[src/rtl/yuvs_pkg.sv]
`timescale 1ns / 1ps

package yuvs_pkg;

	localparam int MAX_WIDTH_DEF  = 256;
	localparam int MAX_HEIGHT_DEF = 256;

	localparam int DIM_W   = 9;
	localparam int OUT_W   = 11;
	localparam int CRD_W   = 12;
	localparam int ADR_MIN = CRD_W + DIM_W + 1;
	localparam int PROD_W  = 22;

	localparam logic [1:0] FMT_444 = 2'd0;
	localparam logic [1:0] FMT_422 = 2'd1;
	localparam logic [1:0] FMT_420 = 2'd2;
	localparam logic [1:0] FMT_RSV = 2'd3;

	localparam logic [1:0] PLANE_Y   = 2'd0;
	localparam logic [1:0] PLANE_U   = 2'd1;
	localparam logic [1:0] PLANE_V   = 2'd2;
	localparam logic [1:0] PLANE_RSV = 2'd3;

	localparam logic ACT_WRITE  = 1'b0;
	localparam logic ACT_RENDER = 1'b1;

	localparam logic [1:0] CFG_FMT    = 2'd0;
	localparam logic [1:0] CFG_SCALE  = 2'd1;
	localparam logic [1:0] CFG_WIDTH  = 2'd2;
	localparam logic [1:0] CFG_HEIGHT = 2'd3;

	localparam logic [1:0]       FMT_RST    = FMT_444;
	localparam logic [2:0]       SCALE_RST  = 3'd0;
	localparam logic [DIM_W-1:0] WIDTH_RST  = 9'd256;
	localparam logic [DIM_W-1:0] HEIGHT_RST = 9'd256;

	localparam logic signed [11:0] K_Y  = 12'sd298;
	localparam logic signed [11:0] K_RV = 12'sd409;
	localparam logic signed [11:0] K_GU = 12'sd100;
	localparam logic signed [11:0] K_GV = 12'sd208;
	localparam logic signed [11:0] K_BU = 12'sd516;
	localparam logic signed [9:0]  Y_OFS = 10'sd16;
	localparam logic signed [9:0]  C_OFS = 10'sd128;
	localparam logic signed [PROD_W-1:0] RND = 22'sd128;

	typedef struct packed {
		logic [1:0]       pixel_format;
		logic [2:0]       scale_log2;
		logic [DIM_W-1:0] src_width;
		logic [DIM_W-1:0] src_height;
	} cfg_t;

	typedef struct packed {
		logic       render;
		logic       oor;
		logic       wr_ok;
		logic [1:0] plane;
		logic [7:0] sample;
		logic       a_ok;
		logic       b_ok;
	} acc_t;

	typedef struct packed {
		logic oor;
		logic y_ok;
		logic c_ok;
	} pix_t;

endpackage

[src/rtl/yuvs_csc.sv]
`timescale 1ns / 1ps

module yuvs_csc (
	input  logic           clk,
	input  logic           en4,
	input  logic           en5,
	input  yuvs_pkg::pix_t pix_s3,
	input  logic [7:0]     y_s3,
	input  logic [7:0]     u_s3,
	input  logic [7:0]     v_s3,
	output logic [7:0]     red,
	output logic [7:0]     green,
	output logic [7:0]     blue,
	output logic           out_of_range
);

	localparam int PW = yuvs_pkg::PROD_W;

	function automatic logic [7:0] clip8(input logic signed [PW-1:0] t);
		logic [7:0] r;
		if (t < 0)
			r = 8'd0;
		else if (t[PW-1:16] != '0)
			r = 8'd255;
		else
			r = t[15:8];
		return r;
	endfunction

	logic signed [9:0] yc, ud, ve;

	always_comb begin
		yc = $signed({2'b00, pix_s3.y_ok ? y_s3 : 8'd0}) - yuvs_pkg::Y_OFS;
		ud = $signed({2'b00, pix_s3.c_ok ? u_s3 : 8'd0}) - yuvs_pkg::C_OFS;
		ve = $signed({2'b00, pix_s3.c_ok ? v_s3 : 8'd0}) - yuvs_pkg::C_OFS;
	end

	logic signed [PW-1:0] py_s4, prv_s4, pgu_s4, pgv_s4, pbu_s4;
	logic                 oor_s4;

	always_ff @(posedge clk) begin
		if (en4) begin
			py_s4  <= PW'(yc) * PW'(yuvs_pkg::K_Y);
			prv_s4 <= PW'(ve) * PW'(yuvs_pkg::K_RV);
			pgu_s4 <= PW'(ud) * PW'(yuvs_pkg::K_GU);
			pgv_s4 <= PW'(ve) * PW'(yuvs_pkg::K_GV);
			pbu_s4 <= PW'(ud) * PW'(yuvs_pkg::K_BU);
			oor_s4 <= pix_s3.oor;
		end
	end

	logic signed [PW-1:0] tr, tg, tb;

	always_comb begin
		tr = py_s4 + prv_s4 + yuvs_pkg::RND;
		tg = py_s4 - pgu_s4 - pgv_s4 + yuvs_pkg::RND;
		tb = py_s4 + pbu_s4 + yuvs_pkg::RND;
	end

	always_ff @(posedge clk) begin
		if (en5) begin
			red          <= oor_s4 ? 8'd0 : clip8(tr);
			green        <= oor_s4 ? 8'd0 : clip8(tg);
			blue         <= oor_s4 ? 8'd0 : clip8(tb);
			out_of_range <= oor_s4;
		end
	end

endmodule
[config.mk]
export PLATFORM = sky130hd
export DESIGN_NAME = yuvs_csc
export DESIGN_NICKNAME = d
export VERILOG_FILES = /design/src/rtl/yuvs_pkg.sv /design/src/rtl/yuvs_csc.sv
export SDC_FILE = /design/constraint.sdc
export NUM_CORES = 1
export LEC_CHECK = 0
export ABC_AREA = 1
export BUFFER_PORTS_ARGS = -buffer_cell sky130_fd_sc_hd__buf_2
export CELL_PAD_IN_SITES_DETAIL_PLACEMENT = 0
export CELL_PAD_IN_SITES_GLOBAL_PLACEMENT = 2
export CORE_MARGIN = 2
export CORE_UTILIZATION = 43
export CTS_CLUSTER_DIAMETER = 200
export DETAILED_ROUTE_END_ITERATION = 12
export GPL_TIMING_DRIVEN = 0
export PLACE_DENSITY_LB_ADDON = 0.08
export RECOVER_POWER = 100
export SYNTH_ARGS = -nofsm -noshare
export SYNTH_HDL_FRONTEND = slang
export SYNTH_SLANG_ARGS = --single-unit
export TNS_END_PERCENT = 30
[constraint.sdc]
create_clock -name clk -period 12.2 [get_ports clk]
set_input_delay 1.22 -clock clk [delete_from_list [all_inputs] [get_ports clk]]
set_output_delay 1.22 -clock clk [all_outputs]
set_load 0.02 [all_outputs]
==> flow_summary_export.csv, run 1 <==
group,metric,value,unit
run_status,status,"finished, violations left",
run_status,violations,"capacitance limit, slew limit",
setup_path,path_common_cell,"nand2_1",
logic_synthesis,synth.top_cell.area_share,0.2650,
run,drv_cap,2,
setup_path,crit_buf_inv,6,
routing,vias,8852,
global_routing,grt_use_total,0.1904,
die,io_pins,55,
logic_synthesis,avgSynthCellArea,8.540,sq um
logic_synthesis,synth-seq-cells,105,
finish,drive_gt1_frac,0.05197,
placed_design,placed_cell_area,0.01299,sq mm
finish,post-route-util,0.4729,
finish,final_area,0.01317,sq mm
die,dieWidth,172.6,um
setup_path,cp_slowest_cell,"fa_1",
sta,fin_crit_sh,0.4820,
setup_path,cp_top_family,"adder cells",
sta,slew_headroom,-0.5645,
clock_network,cts_resized,0,
logic_synthesis,async_flop_share,0,
clock_network,clock_path_buffers,2,
setup_path,worstSetupEndpointType,"flop",
logic_synthesis,syn_nets,1774,
clock_network,cts_tree,"done",
sta,tns,0,ns
routing,drt_iter0_drc,400,
clock_network,clock-sinks,105,
routing,ant_nets,0,
sta,tightest_slew,2.347,ns
setup_path,crit_required,12.31,ns
setup_path,startpoint_type,"input pin",
finish,nets,1838,
logic_synthesis,yosys_warnings,0,
clock_network,root_buffer,"clkbuf_16",
sta,fin_skew,0.01673,ns
sta,hold_violations,0,
logic_synthesis,syn_inst,1432,
hold_path,hold_path_class,"reg -> reg",
finish,syn_to_final_growth,7.725,%
clock_network,htreeDepth,3,
logic_synthesis,ys_seq_area_frac,0.2578,
logic_synthesis,synth_cell_types,41,
sta,post-route-min-period,5.881,ns
global_routing,grt_max_degree,46,
placed_design,hpwl,23760,um
sta,whs,0.8610,ns
die,start_util,0.4390,
clock_network,cts_buffers,9,
finish,antenna_cells,0,
pwr,power_leakage,7.150,nW
clock_network,clk-insertion-delay-late,0.37,ns
logic_synthesis,synth.most_common_cell,"nand2_1",
sta,max_freq,0.1701,GHz
setup_path,max_stage_delay,0.55,ns
placed_design,routabilityCongestion,0.8159,
routing,drtPass1Iterations,4,
setup_path,crit_fanout,8,
sta,finalMaxSlewViolations,83,
global_routing,grt_overflow,0,
logic_synthesis,ys.flop_type,"edfxtp_1",
setup_path,worstSetupPathType,"in -> reg",
logic_synthesis,netlist_area,0.01223,sq mm
clock_network,post_cts_buffers,0,
die,dieArea,0.02980,sq mm
global_routing,grt_pass1_vias,8719,
die,fp.dieH,172.6,um
routing,drc,0,
clock_network,clkTransAtPathRegs,0.08,ns
sta,setup_viol,0,
clock_network,hold_buffers,0,
logic_synthesis,synth_common_cells,"nand2_1 (304), inv_1 (299), ha_1 (259)",
logic_synthesis,synth_top_area_cell,"ha_1",
logic_synthesis,yosys-top-cells-area,"ha_1 (26%), edfxtp_1 (26%), nand2_1 (9.3%), inv_1 (9.2%), fa_1 (8.7%)",
global_routing,grt_pass1_wl,45090,um
routing,avgViaCountPerCell,4.711,
routing,drt-total-wl,27130,um
sta,grt_setup_unrepaired,"no",
routing,wl_per_cell,14.44,um
pwr,ir_drop,0.0001005,V
pwr,p_per_area,234.4,mW/mm^2
placed_design,io_buffers,52,
setup_path,worst_ep_arrival_time,5.99,ns
global_routing,antenna_found_initial,0,
die,rows,61,
die,coreArea,0.02786,sq mm
logic_synthesis,synth_edf_count,105,
-- sequential cells by signal (all words and copies together), names as in the netlist --
register,count
pbu_s4,18
prv_s4,19
red,8
blue,8
oor_s4,1
py_s4,18
out_of_range,1
green,8
pgv_s4,12
pgu_s4,12
-- kinds of logic (layout without fill, tap and decap cells) --
kind of cell,count (synthesis),count (layout),share of synthesized area
AO/OA/AOI/OAI,131,131,0.05893
XOR/XNOR,70,70,0.05013
adder cells (fa/ha/maj),312,312,0.3517
buffers and inverters,308,377,0.09474
flip-flops,105,105,0.2578
AND/OR/NAND/NOR,506,506,0.1866
-- area by class of cell --
| type | count | area (sq um) |
|---|---|---|
| Tap cell | 378 | 473.0 |
| Multi-Input combinational cell | 1019 | 7881 |
| Clock buffer | 10 | 229.0 |
| Inverter | 305 | 1145 |
| Sequential cell | 105 | 3153 |
| Buffer | 3 | 11.26 |
| Clock inverter | 6 | 51.30 |
| Timing Repair Buffer | 53 | 230.2 |
| Fill cell | 2837 | 14680 |
-- metal layers --
layer  routed length [um]  up-vias  part of all wire  global-route usage
met5                    0        -                 0                   0
met4                  200        0            0.0074             0.03419
met3                  617       11             0.023             0.01957
met2                11840      104              0.44              0.3044
met1                14480     3971              0.53              0.2817
li1                     -     4766                 -                   -
-- stage by stage --
step / total power [mW] / instances / setup slack, ns
after global placement: 2.840 / 1862 / 6.340
after CTS: 3.140 / 1879 / 6.652
final: 3.088 / 1879 / 6.319
after global routing: 3.447 / 1879 / 5.725
after floorplan: 2.257 / 1432 / 6.957
after detailed placement: 2.839 / 1863 / 6.292
-- where the power goes --
part           internal [mW]  leakage (nW)  switching [mW]
Combinational          0.792          5.98            1.43
Clock                  0.142         0.134           0.142
Sequential             0.512          1.04          0.0741
-- cell usage in the layout (no fill, tap or decap), drive strengths merged, types with 25 or more instances in the layout --
master  instances
nand2         319
inv           307
ha            259
edfxtp        105
nand3          83
a21oi          80
nor2           74
fa             53
xor2           47
clkbuf         41
buf            25
-- worst paths after layout --
| path | end | from | slack, ns | cells past startpoint |
|---|---|---|---|---|
| max | py_s4[20] | pix_s3[1] | 6.32 | 26 |
| min | out_of_range | oor_s4 | 0.86 | 0 |
| max reg2reg | green[2] | py_s4[11] | 8.44 | 17 |
| min reg2reg | out_of_range | oor_s4 | 0.86 | 0 |
-- worst register-to-register path, delay by kind of cell (launching register included) --
family / cells / cell delay, ns
buf+inv: 4 / 0.28
flops: 1 / 0.54
compound gates: 1 / 0.23
simple gates: 9 / 1.23
fa+ha+maj: 3 / 1.23
(Power assumes the default switching activity.)
==> run 2, diff against run 1 <==
--- a/config.mk
+++ b/config.mk
@@ -5,12 +5,12 @@
 export SDC_FILE = /design/constraint.sdc
 export NUM_CORES = 1
 export LEC_CHECK = 0
-export ABC_AREA = 1
+export ABC_AREA = 0
 export BUFFER_PORTS_ARGS = -buffer_cell sky130_fd_sc_hd__buf_2
 export CELL_PAD_IN_SITES_DETAIL_PLACEMENT = 0
 export CELL_PAD_IN_SITES_GLOBAL_PLACEMENT = 2
 export CORE_MARGIN = 2
-export CORE_UTILIZATION = 43
+export CORE_UTILIZATION = 38
 export CTS_CLUSTER_DIAMETER = 200
 export DETAILED_ROUTE_END_ITERATION = 12
 export GPL_TIMING_DRIVEN = 0
==> constraint.sdc (replaced) <==
create_clock -name clk -period 5.11 [get_ports clk]
set_input_delay 0.511 -clock clk [delete_from_list [all_inputs] [get_ports clk]]
set_output_delay 0.511 -clock clk [all_outputs]
set_load 0.02 [all_outputs]
==> run 2 against run 1 <==
Worst hold slack worse by 0.53 ns. Cell area shrank 8.7%. Flip-flop and latch count stayed put. Setup slack got worse by 6.1 ns. Non-clock buffer count grew 3. The run now ends clean. Register-to-register slack got worse by 7.9 ns. Clock-buffer cell count stayed put. Sequential share of layout area up 2.3 points. Sequential power is 130% higher.
==> flow_summary_export.csv, run 2 <==
group,metric,value,unit
logic_synthesis,yosys_warnings,0,
routing,drtPass1Iterations,6,
clock_network,clk-insertion-delay-late,0.35,ns
sta,whs,0.3320,ns
setup_path,worstSetupEndpointType,"flop",
clock_network,clock-sinks,105,
finish,largest_reg_flops,19,
global_routing,grt_pass1_vias,7133,
routing,drt-total-wl,23640,um
finish,antenna_cells,0,
logic_synthesis,synth.most_common_cell,"ha_1",
setup_path,rrSetupSlack,0.50,ns
logic_synthesis,synth_top_area_cell,"ha_1",
placed_design,routabilityCongestion,0.7722,
die,start_util,0.3891,
logic_synthesis,avgSynthCellArea,10.74,sq um
logic_synthesis,ys.flop_type,"edfxtp_1",
sta,grt_setup_unrepaired,"yes",
sta,fin_skew,0.01155,ns
setup_path,crit_chain,"buf_4 -> clkbuf_8 -> and2_4 -> ha_2 -> ha_1 -> fa_1 -> inv_1 -> fa_1 -> inv_1 -> ha_1 -> fa_1 -> a21o_1 -> a21oi_2 -> o21bai_1 -> a21oi_2 -> o21bai_1 -> a21oi_2 -> o21bai_1 -> a21oi_1 -> xnor2_1",
finish,nets,1422,
clock_network,clock_path_buffers,2,
pwr,ir_drop,0.0002352,V
logic_synthesis,ys_seq_area_frac,0.2901,
clock_network,hold_buffers,0,
finish,layout_commonest_cell,"ha_1",
hold_path,hold_path_depth,1,
logic_synthesis,synth_cell_types,66,
logic_synthesis,netlist_area,0.01087,sq mm
sta,fin_crit_sh,0.9660,
run,drv_cap,0,
global_routing,grt_pass1_wl,39060,um
setup_path,startpoint_type,"input pin",
hold_path,hold_path_end,"oor_s4",
finish,largest_register,"prv_s4",
hold_path,hp-start,"pix_s3[2]",
finish,syn_to_final_growth,10.61,%
finish,fillers,2760,
pwr,power,6.201,mW
setup_path,worstSetupPathType,"in -> reg",
sta,max_freq,0.2026,GHz
routing,vias,7052,
clock_network,cts_tree,"done",
sta,hold_violations,0,
setup_path,worst_ep_arrival_time,5.00,ns
global_routing,antenna_found_initial,0,
setup_path,r2r-end,"green[6]",
global_routing,grt_use_total,0.1669,
setup_path,crit_required,5.17,ns
finish,multi_input_area,0.007064,sq mm
logic_synthesis,synth_common_cells,"ha_1 (259), inv_1 (183), edfxtp_1 (105)",
sta,slew_headroom,0.3912,
logic_synthesis,syn_inst,1012,
pwr,p_per_area,515.8,mW/mm^2
routing,ant_nets,0,
logic_synthesis,synth-seq-cells,105,
finish,most-common-layout-cells,"ha_1 (258), inv_1 (183), edfxtp_1 (105)",
die,dieWidth,173.1,um
setup_path,timing.rr.start,"py_s4[6]",
clock_network,cts_buffers,9,
clock_network,root_buffer,"clkbuf_16",
routing,drc,0,
sta,finalMaxSlewViolations,0,
pwr,power_leakage,5.930,nW
clock_network,htreeDepth,3,
global_routing,grt_max_degree,70,
finish,reg_top3,"prv_s4: 19 flops, pbu_s4: 18 flops, py_s4: 18 flops",
die,rows,61,
placed_design,hpwl,19960,um
die,dieArea,0.02997,sq mm
routing,avgViaCountPerCell,4.824,
routing,drt_iter0_drc,339,
logic_synthesis,yosys-top-cells-area,"ha_1 (30%), edfxtp_1 (29%), fa_1 (9.8%), inv_1 (6.3%), xnor2_1 (4.0%)",
sta,setup_viol,0,
run_status,status,"completed",
logic_synthesis,synth.top_cell.area_share,0.2982,
die,fp.dieH,173.1,um
setup_path,max_stage_delay,0.54,ns
finish,drive_gt1_frac,0.09779,
placed_design,io_buffers,53,
logic_synthesis,synth_edf_count,105,
logic_synthesis,syn_nets,1354,
logic_synthesis,async_flop_share,0,
setup_path,cp_slowest_cell,"fa_1",
hold_path,hold_path_class,"in -> reg",
global_routing,grt_overflow,0,
sta,tightest_slew,0.9070,ns
die,coreArea,0.02793,sq mm
clock_network,clkTransAtPathRegs,0.07,ns
setup_path,crit_fanout,10,
sta,post-route-min-period,4.936,ns
routing,wl_per_cell,16.17,um
die,io_pins,55,
finish,register_area,0.003153,sq mm
setup_path,ff2ff_path_depth,14,
[run 2: worst max path at each step]
| stage | cells past startpoint | from | endpoint |
|---|---|---|---|
| 2_1_floorplan | 17 | y_s3[6] | py_s4[20] |
| 3_3_place_gp | 20 | pix_s3[0] | prv_s4[16] |
| 3_5_place_dp | 20 | pix_s3[0] | prv_s4[16] |
| 4_1_cts | 18 | y_s3[6] | py_s4[20] |
| 5_1_grt | 20 | pix_s3[0] | prv_s4[16] |
| 6_report | 20 | pix_s3[0] | prv_s4[16] |
[run 2: area by class of cell]
class,instances,area share
clock inverters,5,0.006765
inverters,183,0.05714
well taps,378,0.03934
plain buffers,2,0.001457
repair buffers,57,0.02633
clock buffers,10,0.01905
multi-input cells,722,0.5876
flip-flops and latches,105,0.2623
[run 2: cells by family after synthesis]
kind of cell    share of synthesized area
simple gates                      0.06977
mux                              0.001957
flops                              0.2901
fa+ha+maj                          0.3958
xor+xnor                          0.05722
buf+inv                           0.06390
compound gates                     0.1212
[run 2: worst max-delay path: cells and delay by family]
| kind | cells | cell delay (ns) |
|---|---|---|
| AND/OR/NAND/NOR | 1 | 0.20 |
| XOR/XNOR | 1 | 0.12 |
| adder cells (fa/ha/maj) | 6 | 2.48 |
| buffers and inverters | 4 | 0.45 |
| AO/OA/AOI/OAI | 8 | 1.19 |
[run 2: report_power, final]
group	leakage, nW	internal (mW)	switching [mW]
Sequential	1.04	1.22	0.149
Clock	0.149	0.428	0.328
Combinational	4.74	1.76	2.31
Total	5.93	3.41	2.79
[run 2: metal layers]
layer,share of wire,GRT usage,vias to the layer above
met5,0,0,-
met4,0.012,0.03390,0
met3,0.014,0.01913,12
met2,0.44,0.2648,55
met1,0.53,0.2454,3319
li1,-,-,3666
[run 2: stage by stage]
step,cells,cell area (sq um),util,setup slack (ns),TNS (ns)
after floorplan,1012,10870,-,0.1607,0
after global placement,1443,11610,0.4155,-1.016,-7.152
after detailed placement,1444,11640,0.4166,-0.9758,-7.286
after CTS,1459,11980,0.4289,0.02142,0
after global routing,1462,12020,0.4304,-0.06711,-0.06711
final,1462,12020,0.4304,0.1739,0
[run 2: repair_timing]
| item | CTS | global route |
|---|---|---|
| buffers inserted | 0 | 3 |
| pin swaps | 0 | 2 |
| resized for setup | 12 | 6 |
| endpoints found under the setup margin | 8 | 6 |
