### config.mk
export PLATFORM = sky130hd
export DESIGN_NAME = yuvs_addr
export DESIGN_NICKNAME = d
export VERILOG_FILES = /design/src/rtl/yuvs_pkg.sv /design/src/rtl/yuvs_addr.sv
export SDC_FILE = /design/constraint.sdc
export NUM_CORES = 1
export LEC_CHECK = 0
export BUFFER_PORTS_ARGS = -buffer_cell sky130_fd_sc_hd__buf_2
export CAP_MARGIN = 10
export CORE_ASPECT_RATIO = 1.5
export CORE_UTILIZATION = 61
export CTS_CLUSTER_DIAMETER = 150
export DETAILED_ROUTE_END_ITERATION = 6
export PLACE_DENSITY = 0.8
export SLEW_MARGIN = 15
export SYNTH_ARGS = -nofsm -noshare
export SYNTH_HDL_FRONTEND = slang
export SYNTH_SLANG_ARGS = --single-unit
export TNS_END_PERCENT = 5
### constraint.sdc
create_clock -name clk -period 15.2 [get_ports clk]
set_input_delay 1.52 -clock clk [delete_from_list [all_inputs] [get_ports clk]]
set_output_delay 1.52 -clock clk [all_outputs]
set_load 0.01 [all_outputs]
### src/rtl/yuvs_pkg.sv
`timescale 1ns / 1ps

package yuvs_pkg;

	localparam int MAX_WIDTH_DEF  = 256;
	localparam int MAX_HEIGHT_DEF = 256;

	localparam int DIM_W   = 9;
	localparam int OUT_W   = 11;
	localparam int CRD_W   = 12;
	localparam int ADR_MIN = CRD_W + DIM_W + 1;
	localparam int PROD_W  = 22;

	localparam logic [1:0] FMT_444 = 2'd0;
	localparam logic [1:0] FMT_422 = 2'd1;
	localparam logic [1:0] FMT_420 = 2'd2;
	localparam logic [1:0] FMT_RSV = 2'd3;

	localparam logic [1:0] PLANE_Y   = 2'd0;
	localparam logic [1:0] PLANE_U   = 2'd1;
	localparam logic [1:0] PLANE_V   = 2'd2;
	localparam logic [1:0] PLANE_RSV = 2'd3;

	localparam logic ACT_WRITE  = 1'b0;
	localparam logic ACT_RENDER = 1'b1;

	localparam logic [1:0] CFG_FMT    = 2'd0;
	localparam logic [1:0] CFG_SCALE  = 2'd1;
	localparam logic [1:0] CFG_WIDTH  = 2'd2;
	localparam logic [1:0] CFG_HEIGHT = 2'd3;

	localparam logic [1:0]       FMT_RST    = FMT_444;
	localparam logic [2:0]       SCALE_RST  = 3'd0;
	localparam logic [DIM_W-1:0] WIDTH_RST  = 9'd256;
	localparam logic [DIM_W-1:0] HEIGHT_RST = 9'd256;

	localparam logic signed [11:0] K_Y  = 12'sd298;
	localparam logic signed [11:0] K_RV = 12'sd409;
	localparam logic signed [11:0] K_GU = 12'sd100;
	localparam logic signed [11:0] K_GV = 12'sd208;
	localparam logic signed [11:0] K_BU = 12'sd516;
	localparam logic signed [9:0]  Y_OFS = 10'sd16;
	localparam logic signed [9:0]  C_OFS = 10'sd128;
	localparam logic signed [PROD_W-1:0] RND = 22'sd128;

	typedef struct packed {
		logic [1:0]       pixel_format;
		logic [2:0]       scale_log2;
		logic [DIM_W-1:0] src_width;
		logic [DIM_W-1:0] src_height;
	} cfg_t;

	typedef struct packed {
		logic       render;
		logic       oor;
		logic       wr_ok;
		logic [1:0] plane;
		logic [7:0] sample;
		logic       a_ok;
		logic       b_ok;
	} acc_t;

	typedef struct packed {
		logic oor;
		logic y_ok;
		logic c_ok;
	} pix_t;

endpackage

### src/rtl/yuvs_addr.sv
`timescale 1ns / 1ps

module yuvs_addr #(
	parameter int MAX_WIDTH  = yuvs_pkg::MAX_WIDTH_DEF,
	parameter int MAX_HEIGHT = yuvs_pkg::MAX_HEIGHT_DEF,
	parameter int DEPTH      = MAX_WIDTH * MAX_HEIGHT,
	parameter int ADDR_W     = $clog2(DEPTH)
) (
	input  logic                clk,
	input  logic                en1,
	input  logic                en2,
	input  yuvs_pkg::cfg_t      cfg,
	input  logic                action,
	input  logic [1:0]          plane,
	input  logic [9:0]          row,
	input  logic [9:0]          col,
	input  logic [7:0]          sample,
	output yuvs_pkg::acc_t      ctl_s2,
	output logic [ADDR_W-1:0]   a_addr_s2,
	output logic [ADDR_W-1:0]   b_addr_s2
);

	localparam int AW = (ADDR_W > yuvs_pkg::ADR_MIN) ? ADDR_W : yuvs_pkg::ADR_MIN;
	localparam int CW = yuvs_pkg::CRD_W;
	localparam int DW = yuvs_pkg::DIM_W;
	localparam int OW = yuvs_pkg::OUT_W;

	function automatic logic [CW-1:0] map_crd(input logic [9:0] x, input logic up,
			input logic dn, input logic [1:0] sh);
		logic [CW-1:0] r;
		if (up)
			r = CW'(x >> sh);
		else if (dn)
			r = CW'(x) << sh;
		else
			r = CW'(x);
		return r;
	endfunction

	function automatic logic [DW-1:0] sat_dim(input logic [DW-1:0] v, input int maxv);
		logic [DW-1:0] r;
		if (v == '0)
			r = DW'(1);
		else if (32'(v) > 32'(maxv))
			r = DW'(maxv);
		else
			r = v;
		return r;
	endfunction

	logic [1:0]        fmt;
	logic signed [2:0] n;
	logic signed [2:0] nneg;
	logic              up, dn;
	logic [1:0]        sh;
	logic [DW-1:0]     w, h, cw, ch, pw, ph;
	logic [OW-1:0]     ow, oh;
	logic [CW-1:0]     lr, lc, cr, cc;
	logic [2:0]        sh1;
	logic              oor, wr_ok;

	always_comb begin
		fmt = (cfg.pixel_format == yuvs_pkg::FMT_RSV) ? yuvs_pkg::FMT_420 : cfg.pixel_format;
		if ($signed(cfg.scale_log2) > 3'sd2)
			n = 3'sd2;
		else if ($signed(cfg.scale_log2) < -3'sd2)
			n = -3'sd2;
		else
			n = $signed(cfg.scale_log2);
		nneg = -n;
		up = n > 3'sd0;
		dn = n < 3'sd0;
		sh = up ? n[1:0] : (dn ? nneg[1:0] : 2'd0);
		sh1 = {1'b0, sh} + 3'd1;

		w = sat_dim(cfg.src_width, MAX_WIDTH);
		h = sat_dim(cfg.src_height, MAX_HEIGHT);
		cw = (fmt == yuvs_pkg::FMT_444) ? w : DW'((10'(w) + 10'd1) >> 1);
		ch = (fmt == yuvs_pkg::FMT_420) ? DW'((10'(h) + 10'd1) >> 1) : h;

		if (up) begin
			ow = OW'(w) << sh;
			oh = OW'(h) << sh;
		end else begin
			ow = OW'(w >> sh);
			oh = OW'(h >> sh);
		end

		lr = map_crd(row, up, dn, sh);
		lc = map_crd(col, up, dn, sh);
		cc = (fmt == yuvs_pkg::FMT_444) ? lc : map_crd({1'b0, col[9:1]}, up, dn, sh);
		if (fmt != yuvs_pkg::FMT_420)
			cr = lr;
		else if (!dn)
			cr = CW'(row >> sh1);
		else
			cr = CW'({1'b0, row[9:1]}) << sh;

		pw = (plane == yuvs_pkg::PLANE_Y) ? w : cw;
		ph = (plane == yuvs_pkg::PLANE_Y) ? h : ch;
		wr_ok = (plane != yuvs_pkg::PLANE_RSV) && (row < 10'(ph)) && (col < 10'(pw));
		oor = (OW'(row) >= oh) || (OW'(col) >= ow);
	end

	// stage 1: mapped coordinates; slot A carries the write address terms on writes
	logic          render_s1, oor_s1, wr_ok_s1;
	logic [1:0]    plane_s1;
	logic [7:0]    sample_s1;
	logic [CW-1:0] ar_s1, ac_s1, br_s1, bc_s1;
	logic [DW-1:0] as_s1, bs_s1;

	always_ff @(posedge clk) begin
		if (en1) begin
			render_s1 <= action == yuvs_pkg::ACT_RENDER;
			oor_s1    <= oor;
			wr_ok_s1  <= wr_ok;
			plane_s1  <= plane;
			sample_s1 <= sample;
			ar_s1     <= (action == yuvs_pkg::ACT_RENDER) ? lr : CW'(row);
			ac_s1     <= (action == yuvs_pkg::ACT_RENDER) ? lc : CW'(col);
			as_s1     <= (action == yuvs_pkg::ACT_RENDER) ? w : pw;
			br_s1     <= cr;
			bc_s1     <= cc;
			bs_s1     <= cw;
		end
	end

	// stage 2: row * stride + column
	logic [CW+DW-1:0] a_prod, b_prod;
	logic [AW-1:0]    a_sum, b_sum;
	logic             a_ok, b_ok;

	always_comb begin
		a_prod = ar_s1 * as_s1;
		b_prod = br_s1 * bs_s1;
		a_sum  = AW'(a_prod) + AW'(ac_s1);
		b_sum  = AW'(b_prod) + AW'(bc_s1);
		a_ok   = 32'(a_sum) < 32'(DEPTH);
		b_ok   = 32'(b_sum) < 32'(DEPTH);
	end

	always_ff @(posedge clk) begin
		if (en2) begin
			ctl_s2.render <= render_s1;
			ctl_s2.oor    <= oor_s1;
			ctl_s2.wr_ok  <= wr_ok_s1 && a_ok;
			ctl_s2.plane  <= plane_s1;
			ctl_s2.sample <= sample_s1;
			ctl_s2.a_ok   <= a_ok;
			ctl_s2.b_ok   <= b_ok;
			a_addr_s2     <= a_sum[ADDR_W-1:0];
			b_addr_s2     <= b_sum[ADDR_W-1:0];
		end
	end

endmodule

==> results.ini, run 1 <==
[logic_synthesis]
yosysWarningCount=0
syn_area_per_cell_um2=9.05
synthAdderAreaFrac_pct=32.4
netlist_area_um2=15900
synth-simple-area-share_pct=16.9
yosysTopAreaCellShare_pct=23.7
yosysUniqueCellTypes=75
synth-edff-count=126
synth-xor-area-share_pct=1.54
synth_flop_cell=edfxtp_1
synth_top_family_by_area=adder cells
synth_seq_area_share_pct=23.7
synth-compound-area-share_pct=15.1
postSynthCellCount=1761
synthArstFlopShare_pct=0
syn-num-nets=2135
synth_mux_area_share_pct=3.16
synth_top_cells_by_count=nand2_1 (226), inv_1 (197), fa_1 (160)
synth_area_leader_cell=edfxtp_1
ys_ff_latch=126
synthTopCellsByArea=edfxtp_1 (24%), fa_1 (20%), ha_1 (12%)
yosysMostFrequentCell=nand2_1

[layout]
antennaDiodeCount=0
final_layout_size_suffix_gt1_share_pct=9.93
final_design_area_no_fill_um2=17100
final-instance-count-excl-fill=2136
area_delta_synth_final_pct=7.31
nNetsFinal=2164
n_fill_cell=2111

[setup_path]
r2r-start=bs_s1[0]
worstPathArrival_ps=7430
crit_chain=buf_2, xnor2_1, and2_1, inv_1, ha_1, nand2b_1, and3_1, buf_4, nand2_1, a21oi_1, o21ai_0, nand2_1, nand3_1, o21ai_0, ha_1, nand2b_1, a21oi_1, nor2b_1, o21ai_0, a21oi_1, or4_1, a311oi_1, o22ai_1
rrSetupSlack_ps=9390
critPathLaunch=cfg[20]
r2r_cells=18
critPathCaptureType=flip-flop
max_stage_delay_ps=650
path_max_fanout=37
path_class=primary input to flip-flop
crit_path_start_kind=primary input
crit_required_ps=15380
worstReg2RegEnd=ctl_s2[0]
crit_end=oor_s1
slowest_stage=and2_1

[global_routing]
grt_first_pass_wirelength_um=69000
grt_max_degree=80
grt_overflow=0
grt_usage_pct=34.1
antenna_found_initial=0
grt_pass1_vias=13091

[sta]
slew_viol_final=0
clock_skew_ps=9.82
worst_pin_slew_ps=1040
finalSetupViolCount=0
finalWorstSetupSlack_ps=7940
maxSlewHeadroom_pct=30.9
tns_ps=0
finalHoldViolCount=0
fin_crit_ps=7260
max_freq_ghz=0.138
post-route-period-util_pct=47.7
rsz0062_at_grt=false

[floorplan]
start_util_pct=61.9
dieWidth_um=134
rows=72
die-area_um2=26800
die_h_um=200
fp.coreArea_um2=25800
io_pins=104

[hold_path]
hp-class=flip-flop to flip-flop

[clock_network]
clk_latency_ps=440
cts_buffer_depth=2
clock_sinks=126
cts_tree=yes
cts_buffers=17
cts_root_buf=clkbuf_16
clkTransAtPathRegs_ps=70
cts_resized=0
htreeDepth=4
cts_hold_buf=0
postCtsSetupBuffers=0

[power_and_ir_drop]
power_frac_clock_pct=9.4
combPwrFrac_pct=74.9
max-vdd-ir-drop_mv=0.320
finalPower_mw=4.27
power.share.sequential_pct=15.6
switchingPower_mw=2.03
p_int_mw=2.24
p_per_area_nw_per_um2=249
leakage_nw=7.86
p_sw_share_pct=47.5

[drt]
avgRoutedWirePerCell_um=20.8
first_pass_iters=6
drtAntennaViolNets=0
vias=13164
drc=0
wirelength_um=44300
viasPerCell=6.16
drt_iter0_markers=1053

[place]
post-place-ws_ps=7560
hpwl_um=34100
gp_congestion=1.01
placedCellCount=2104
place_area_um2=16500
numPortBuffers=103

[run]
maxCapViolCount=0

[status]
run_status=finished clean

-- power groups by stage --
stage	Sequential, mW	Combinational (mW)	Clock (mW)
6_report	0.668	3.20	0.402
5_1_grt	0.675	3.61	0.418
4_1_cts	0.667	3.18	0.404
3_5_place_dp	0.674	3.13	0
3_3_place_gp	0.671	3.02	0
2_1_floorplan	0.671	2.48	0
-- worst min-delay path by stage --
stage                      start         end  slack [ps]  cells past startpoint
floorplan            plane_s1[0]  ctl_s2[10]         400                      0
global placement    sample_s1[3]   ctl_s2[5]         400                      0
detailed placement  sample_s1[4]   ctl_s2[6]         410                      0
global route        sample_s1[4]   ctl_s2[6]         420                      0
CTS                 sample_s1[4]   ctl_s2[6]         420                      0
finish              sample_s1[4]   ctl_s2[6]         420                      0
-- cell type report --
type / instances / area [um2] / area share [%]
clock buffers: 17 / 425 / 2.49
well taps: 333 / 417 / 2.44
clock inverters: 15 / 151 / 0.885
inverters: 199 / 747 / 4.37
flip-flops and latches: 126 / 3780 / 22.1
multi-input cells: 1337 / 11000 / 64.4
repair buffers: 109 / 563 / 3.29
-- layer usage --
metal  vias to the layer above  track usage (%)  share of wire, %
li1                       6053                -                 -
met1                      6312             38.2                37
met2                       647             58.8                49
met3                       152             4.57               6.3
met4                         0             26.7               7.7
met5                         -                0                 0
-- kinds of logic after synthesis --
group / after synthesis
XOR/XNOR: 28
flip-flops: 126
AND/OR/NAND/NOR: 568
AO/OA/AOI/OAI: 380
buffers and inverters: 298
multiplexers: 44
adder cells (fa/ha/maj): 317
-- through the flow --
stage / hold slack (ps) / util [%]
finish: 419 / 66.4
global route: 423 / 66.4
CTS: 421 / 66.4
detailed placement: 405 / 64.2
global placement: 402 / 64.2
floorplan: 400 / -
-- worst max-delay path: cells and delay by family --
family / cells / cell delay (ps)
AOI/OAI and AO/OA: 8 / 1260
xor gates and xnor gates: 1 / 270
adders and majority gates: 2 / 770
buffers and inverters: 3 / 1240
and+or+nand+nor: 9 / 2370
-- cells in the final DEF, fill, tap and decap left out, types with 12 or more instances in the layout --
cell	n
nand2_1	226
inv_1	197
fa_1	160
ha_1	157
a21oi_1	129
and2_1	126
edfxtp_1	126
nor2_1	103
buf_2	102
o21ai_0	77
nand3_1	33
a21o_1	25
mux2i_1	21
xnor2_1	21
mux2_2	20
a211oi_1	18
clkbuf_16	17
nor3_1	16
nor2b_1	16
a31oi_1	15
o22ai_1	14
a22oi_1	12
-- state kept, by name, summed over array words and instances (netlist names), 2 cells and up --
register / cells
a_addr_s2: 16
b_addr_s2: 16
ctl_s2: 15
ac_s1: 12
ar_s1: 12
bc_s1: 12
br_s1: 12
as_s1: 9
bs_s1: 9
sample_s1: 8
plane_s1: 2
(Power assumes the default switching activity.)
==> run 2: changes to the inputs <==
- clock period: 15.2 -> 7.4 ns (I/O delays scaled with it)
==> results.ini, run 2 (same netlist as run 1, synthesis figures left out) <==
[status]
run_status=finished, violations left  ; was finished clean
violations=design-rule violations

[sta]
finalSetupViolCount=0  ; unchanged
rsz0062_at_grt=false  ; unchanged
finalHoldViolCount=0  ; unchanged
max_freq_ghz=0.173
clock_skew_ps=8.77  ; was 9.82 ps
slew_viol_final=0  ; unchanged
fin_crit_ps=5790
post-route-period-util_pct=78.2
worst_pin_slew_ps=1060  ; was 1040 ps
tns_ps=0  ; unchanged
maxSlewHeadroom_pct=29.4  ; was 30.9%

[place]
hpwl_um=35100  ; was 34100 um
gp_congestion=1.06  ; was 1.01
place_area_um2=16600  ; was 16500 um2
numPortBuffers=103  ; unchanged

[setup_path]
worstReg2RegEnd=ctl_s2[0]  ; unchanged
crit_chain=nand2_1, fa_1, inv_1, fa_1, fa_1, fa_1, inv_1, fa_1, inv_1, ha_1, a21oi_1, o21ai_0, a2111oi_0, o31ai_1, a21oi_1, mux2i_1, o2111ai_1, nor3_1  ; was buf_2, xnor2_1, and2_1, inv_1, ha_1, nand2b_1, and3_1, buf_4, nand2_1, a21oi_1, o21ai_0, nand2_1, nand3_1, o21ai_0, ha_1, nand2b_1, a21oi_1, nor2b_1, o21ai_0, a21oi_1, or4_1, a311oi_1, o22ai_1
critPathBufInv=3  ; unchanged
crit_family=adder cells  ; was simple AND/OR/NAND/NOR gates
crit_path_start_kind=flip-flop  ; was primary input
r2r_cells=18  ; unchanged
path_max_fanout=12  ; was 37
crit_required_ps=7680  ; was 15380 ps
r2r-start=bs_s1[0]  ; unchanged
slowest_stage=a2111oi_0  ; was and2_1
worstPathArrival_ps=6070  ; was 7430 ps
rrSetupSlack_ps=1610  ; was 9390 ps
critPathLaunch=bs_s1[0]  ; was cfg[20]
crit_end=ctl_s2[0]  ; was oor_s1
max_stage_delay_ps=710  ; was 650 ps
critPathCaptureType=flip-flop  ; unchanged
path_class=flip-flop to flip-flop  ; was primary input to flip-flop
crit_cells=18  ; was 23
path_common_cell=fa_1

[clock_network]
cts_buffer_depth=2  ; unchanged
cts_hold_buf=0  ; unchanged
htreeDepth=4  ; unchanged
clock_sinks=126  ; unchanged
cts_tree=yes  ; unchanged
cts_buffers=17  ; unchanged
postCtsSetupBuffers=0  ; unchanged
clk_latency_ps=440  ; about the same
cts_resized=0  ; unchanged
cts_root_buf=clkbuf_16  ; unchanged
clkTransAtPathRegs_ps=60  ; was 70 ps

[floorplan]
rows=72  ; unchanged
die-area_um2=26800  ; unchanged
io_pins=104  ; unchanged
die_h_um=200  ; unchanged
start_util_pct=61.9  ; unchanged
dieWidth_um=134  ; unchanged
fp.coreArea_um2=25800  ; unchanged

[power_and_ir_drop]
p_int_mw=4.57  ; was 2.24 mW
leakage_nw=7.87  ; was 7.86 nW
p_sw_share_pct=47.7  ; was 47.5%
p_per_area_nw_per_um2=510  ; was 249 nW/um2
power_frac_clock_pct=8.9  ; was 9.4%
combPwrFrac_pct=75.4  ; was 74.9%
power.share.sequential_pct=15.7  ; was 15.6%
switchingPower_mw=4.17  ; was 2.03 mW
finalPower_mw=8.73  ; was 4.27 mW
max-vdd-ir-drop_mv=0.645  ; was 0.320 mV

[global_routing]
grt_overflow=0  ; unchanged
grt_pass1_vias=13088  ; was 13091
antenna_found_initial=1  ; was 0
grt_usage_pct=34.1  ; about the same
grt_first_pass_wirelength_um=69400  ; was 69000 um
grt_max_degree=80  ; unchanged

[layout]
most-common-layout-cells=nand2_1 (226), inv_1 (197), fa_1 (160)  ; unchanged
final_layout_size_suffix_gt1_share_pct=10.3  ; was 9.93%
mostFrequentLayoutCell=nand2_1  ; unchanged
top_regs=a_addr_s2 x16, b_addr_s2 x16, ctl_s2 x15  ; unchanged
final_design_area_no_fill_um2=17100  ; about the same
area_delta_synth_final_pct=7.46  ; was 7.31%
n_fill_cell=2122  ; was 2111
antennaDiodeCount=0  ; unchanged
nNetsFinal=2171  ; was 2164

[drt]
wirelength_um=44200  ; was 44300 um
avgRoutedWirePerCell_um=20.6  ; was 20.8 um
viasPerCell=6.08  ; was 6.16
drc=2  ; was 0
first_pass_iters=7  ; was 6
drtAntennaViolNets=0  ; unchanged
drt_iter0_markers=817  ; was 1053
vias=13037  ; was 13164

[run]
maxCapViolCount=0  ; unchanged

[hold_path]
min_from=sample_s1[6]  ; was sample_s1[4]
hp-class=flip-flop to flip-flop  ; unchanged

[run 2: cell count changes in the layout (fill, tap and decap cells not counted)]
cell and change:
bufinv_16 -1, inv_8 -2, clkinvlp_4 +2, inv_6 +2, clkinv_4 -1, buf_4 +7
[run 2: how the worst min path moves through the flow]
stage	to	slack (ps)	cells after the start
global placement	ctl_s2[9]	400	0
detailed placement	ctl_s2[8]	400	0
global route	ctl_s2[2]	430	0
floorplan	ctl_s2[10]	400	0
finish	ctl_s2[8]	420	0
CTS	ctl_s2[8]	420	0
[run 2: final cells by class]
type	count	area [um2]	share of cell area (%)
Multi-Input combinational cell	1337	11000	64.3
Timing Repair Buffer	116	616	3.59
Clock buffer	17	425	2.48
Inverter	199	747	4.36
Sequential cell	126	3780	22.1
Tap cell	333	417	2.43
Clock inverter	15	123	0.716
[run 2: worst reg2reg max path, cell delays in order, from the launching register on]
cell and delay [ps]:
edfxtp_1 570, nand2_1 150, fa_1 560, inv_1 60, fa_1 480, fa_1 500, fa_1 490, inv_1 60
fa_1 470, inv_1 40, ha_1 330, a21oi_1 170, o21ai_0 120, a2111oi_0 710, o31ai_1 200, a21oi_1 230
mux2i_1 230, o2111ai_1 120, nor3_1 140
[run 2: per-stage QoR]
stage / util, % / hold WS [ps] / std cells / setup WS (ps)
2_1_floorplan: - / 400 / 1761 / 2110
3_3_place_gp: 64.4 / 401 / 2111 / 1510
3_5_place_dp: 64.4 / 405 / 2111 / 1420
4_1_cts: 66.5 / 418 / 2143 / 1660
5_1_grt: 66.5 / 425 / 2143 / 1220
6_report: 66.5 / 419 / 2143 / 1610
[run 2: power by group through the flow]
stage	Combinational (mW)	Sequential, mW	Clock (mW)
after floorplan	5.10	1.38	0
after global placement	6.21	1.38	0
after detailed placement	6.48	1.38	0
after CTS	6.56	1.37	0.784
after global routing	7.42	1.38	0.813
final	6.59	1.37	0.780
[run 2: metal layers]
metal / vias up / wire length (um) / GRT usage, %
met5: - / 0 / 0
met4: 0 / 3360 / 25.8
met3: 155 / 2470 / 4.24
met2: 563 / 22200 / 60.0
met1: 6234 / 16200 / 37.8
li1: 6085 / - / -
==> run 3: changes to the inputs <==
- CORE_UTILIZATION: 61 -> 57
- PLACE_DENSITY: 0.8 -> 0.79
- clock period: 7.4 -> 5 ns (I/O delays scaled with it)
==> results.ini, run 3 (same netlist as run 1, synthesis figures left out) <==
[clock_network]
cts_buffer_depth=2  ; unchanged
cts_tree=yes  ; unchanged
cts_buffers=17  ; unchanged
clkTransAtPathRegs_ps=60  ; about the same
htreeDepth=4  ; unchanged
cts_root_buf=clkbuf_16  ; unchanged
clock_sinks=126  ; unchanged
clk_latency_ps=440  ; about the same

[power_and_ir_drop]
finalPower_mw=15.7  ; was 8.73 mW
p_per_area_nw_per_um2=854  ; was 510 nW/um2
leakage_nw=8.56  ; was 7.87 nW
max-vdd-ir-drop_mv=0.976  ; was 0.645 mV

[sta]
finalHoldViolCount=0  ; unchanged
whs_ps=240  ; was 419 ps
max_freq_ghz=0.186  ; was 0.173 GHz
fin_crit_ps=5370  ; was 5790 ps
clock_skew_ps=12.4  ; was 8.77 ps
maxSlewHeadroom_pct=21.0  ; was 29.4%
worst_pin_slew_ps=1190  ; was 1060 ps
finalSetupViolCount=4  ; was 0
post-route-period-util_pct=107  ; was 78.2%
rsz0062_at_grt=true  ; was false
finalWorstSetupSlack_ps=-368  ; was 1610 ps
slew_viol_final=0  ; unchanged

[layout]
top_regs=a_addr_s2 x16, b_addr_s2 x16, ctl_s2 x15  ; unchanged
antennaDiodeCount=0  ; unchanged
seqCellArea_um2=3780  ; unchanged
nNetsFinal=2303  ; was 2171
multi_input_area_um2=11200  ; was 11000 um2
fin_util_pct=67.0  ; was 66.5%
mostFrequentLayoutCell=nand2_1  ; unchanged
final_layout_size_suffix_gt1_share_pct=18.0  ; was 10.3%
area_delta_synth_final_pct=15.2  ; was 7.46%
n_fill_cell=2165  ; was 2122
most-common-layout-cells=nand2_1 (223), inv_1 (193), fa_1 (157)  ; was nand2_1 (226), inv_1 (197), fa_1 (160)

[floorplan]
die-area_um2=28700  ; was 26800 um2
start_util_pct=58.2  ; was 61.9%
die_h_um=207  ; was 200 um
rows=74  ; was 72
fp.coreArea_um2=27400  ; was 25800 um2
io_pins=104  ; unchanged
dieWidth_um=139  ; was 134 um

[hold_path]
hp-class=primary input to flip-flop  ; was flip-flop to flip-flop
min_to=sample_s1[5]  ; was ctl_s2[8]
min_from=sample[5]  ; was sample_s1[6]
holdPathStages=1  ; was 0

[drt]
viasPerCell=6.02  ; was 6.08
vias=13759  ; was 13037
wirelength_um=44400  ; was 44200 um
drtAntennaViolNets=0  ; unchanged
drt_iter0_markers=1041  ; was 817
avgRoutedWirePerCell_um=19.4  ; was 20.6 um
drc=22  ; was 2
first_pass_iters=7  ; unchanged

[setup_path]
worstPathArrival_ps=5640  ; was 6070 ps
r2r_cells=19  ; was 18
path_class=flip-flop to flip-flop  ; unchanged
crit_required_ps=5270  ; was 7680 ps
path_max_fanout=6  ; was 12
worstReg2RegEnd=ctl_s2[12]  ; was ctl_s2[0]
rrSetupSlack_ps=-370  ; was 1610 ps
r2r-start=ar_s1[5]  ; was bs_s1[0]
critPathCaptureType=flip-flop  ; unchanged
crit_path_start_kind=flip-flop  ; unchanged

[place]
hpwl_um=34200  ; was 35100 um
post-place-ws_ps=-460  ; was 1420 ps
numPortBuffers=103  ; unchanged
gp_congestion=0.996  ; was 1.06

[global_routing]
grt_max_degree=77  ; was 80
grt_pass1_vias=14181  ; was 13088
grt_first_pass_wirelength_um=71300  ; was 69400 um
grt_overflow=0  ; unchanged
grt_usage_pct=32.1  ; was 34.1%
antenna_found_initial=0  ; was 1

[status]
run_status=finished, violations left  ; unchanged
violations=design-rule violations, negative setup slack  ; was design-rule violations

[run]
maxCapViolCount=0  ; unchanged

## run 3: cell count changes in the layout (fill, tap and decap cells not counted), sizes merged
cell | previous run | this run
bufinv | 0 | 1
clkinvlp | 4 | 2
clkinv | 5 | 6
buf | 116 | 248
## run 3: repair_timing
item | 4_1_cts | 5_1_grt
hold buffers | 0 | 0
setup buffers | 19 | 6
gates resized for setup | 17 | 19
setup endpoints to repair | 8 | 14
gates cloned | 0 | 0
pin swaps | 22 | 17
## run 3: cell type report
cell class              instances  area share (%)
well taps                     342            2.33
clock inverters                15           0.818
multi-input cells            1337            61.0
inverters                     199            4.07
repair buffers                248            8.82
clock buffers                  17            2.32
flip-flops and latches        126            20.6
## run 3: where the power goes
group | total (mW) | internal [mW] | switching [mW] | leakage (nW)
logic | 12.5 | 6.01 | 6.47 | 7.05
registers | 1.97 | 1.87 | 0.105 | 1.23
clock network | 1.23 | 0.699 | 0.528 | 0.281
## run 3: critical path, cell delays in order (launching register included)
cell,delay (ps)
edfxtp_1,510
buf_6,180
nand2_1,70
fa_1,460
fa_1,540
inv_1,50
fa_1,460
fa_1,510
inv_1,50
fa_1,490
inv_2,40
ha_4,230
a21oi_4,180
o211ai_2,130
a31oi_4,250
a21oi_4,100
or4b_1,480
o21ai_2,100
xnor2_2,90
nor4b_2,270
## run 3: metal layers
metal	vias up	global-route usage, %	wire [um]
met5	-	0	0
met4	0	23.3	3040
met3	177	3.81	2320
met2	591	58.1	22500
met1	6632	35.3	16600
li1	6359	-	-
## run 3: through the flow
| stage | area (um2) | setup TNS [ps] | cells |
|---|---|---|---|
| 2_1_floorplan | 16000 | -15.8 | 1761 |
| 3_3_place_gp | 17500 | -1080 | 2227 |
| 3_5_place_dp | 17500 | -1760 | 2227 |
| 4_1_cts | 18200 | -862 | 2278 |
| 5_1_grt | 18400 | -2960 | 2284 |
| 6_report | 18400 | -1100 | 2284 |
## run 3: worst max path at each step
stage,start,to,slack [ps],cells past startpoint
after floorplan,as_s1[0],ctl_s2[1],-10,19
final,ar_s1[5],ctl_s2[12],-370,19
after CTS,as_s1[2],ctl_s2[12],-310,20
after global routing,ar_s1[5],ctl_s2[12],-560,21
after detailed placement,as_s1[1],ctl_s2[1],-460,18
after global placement,as_s1[2],ctl_s2[12],-350,19
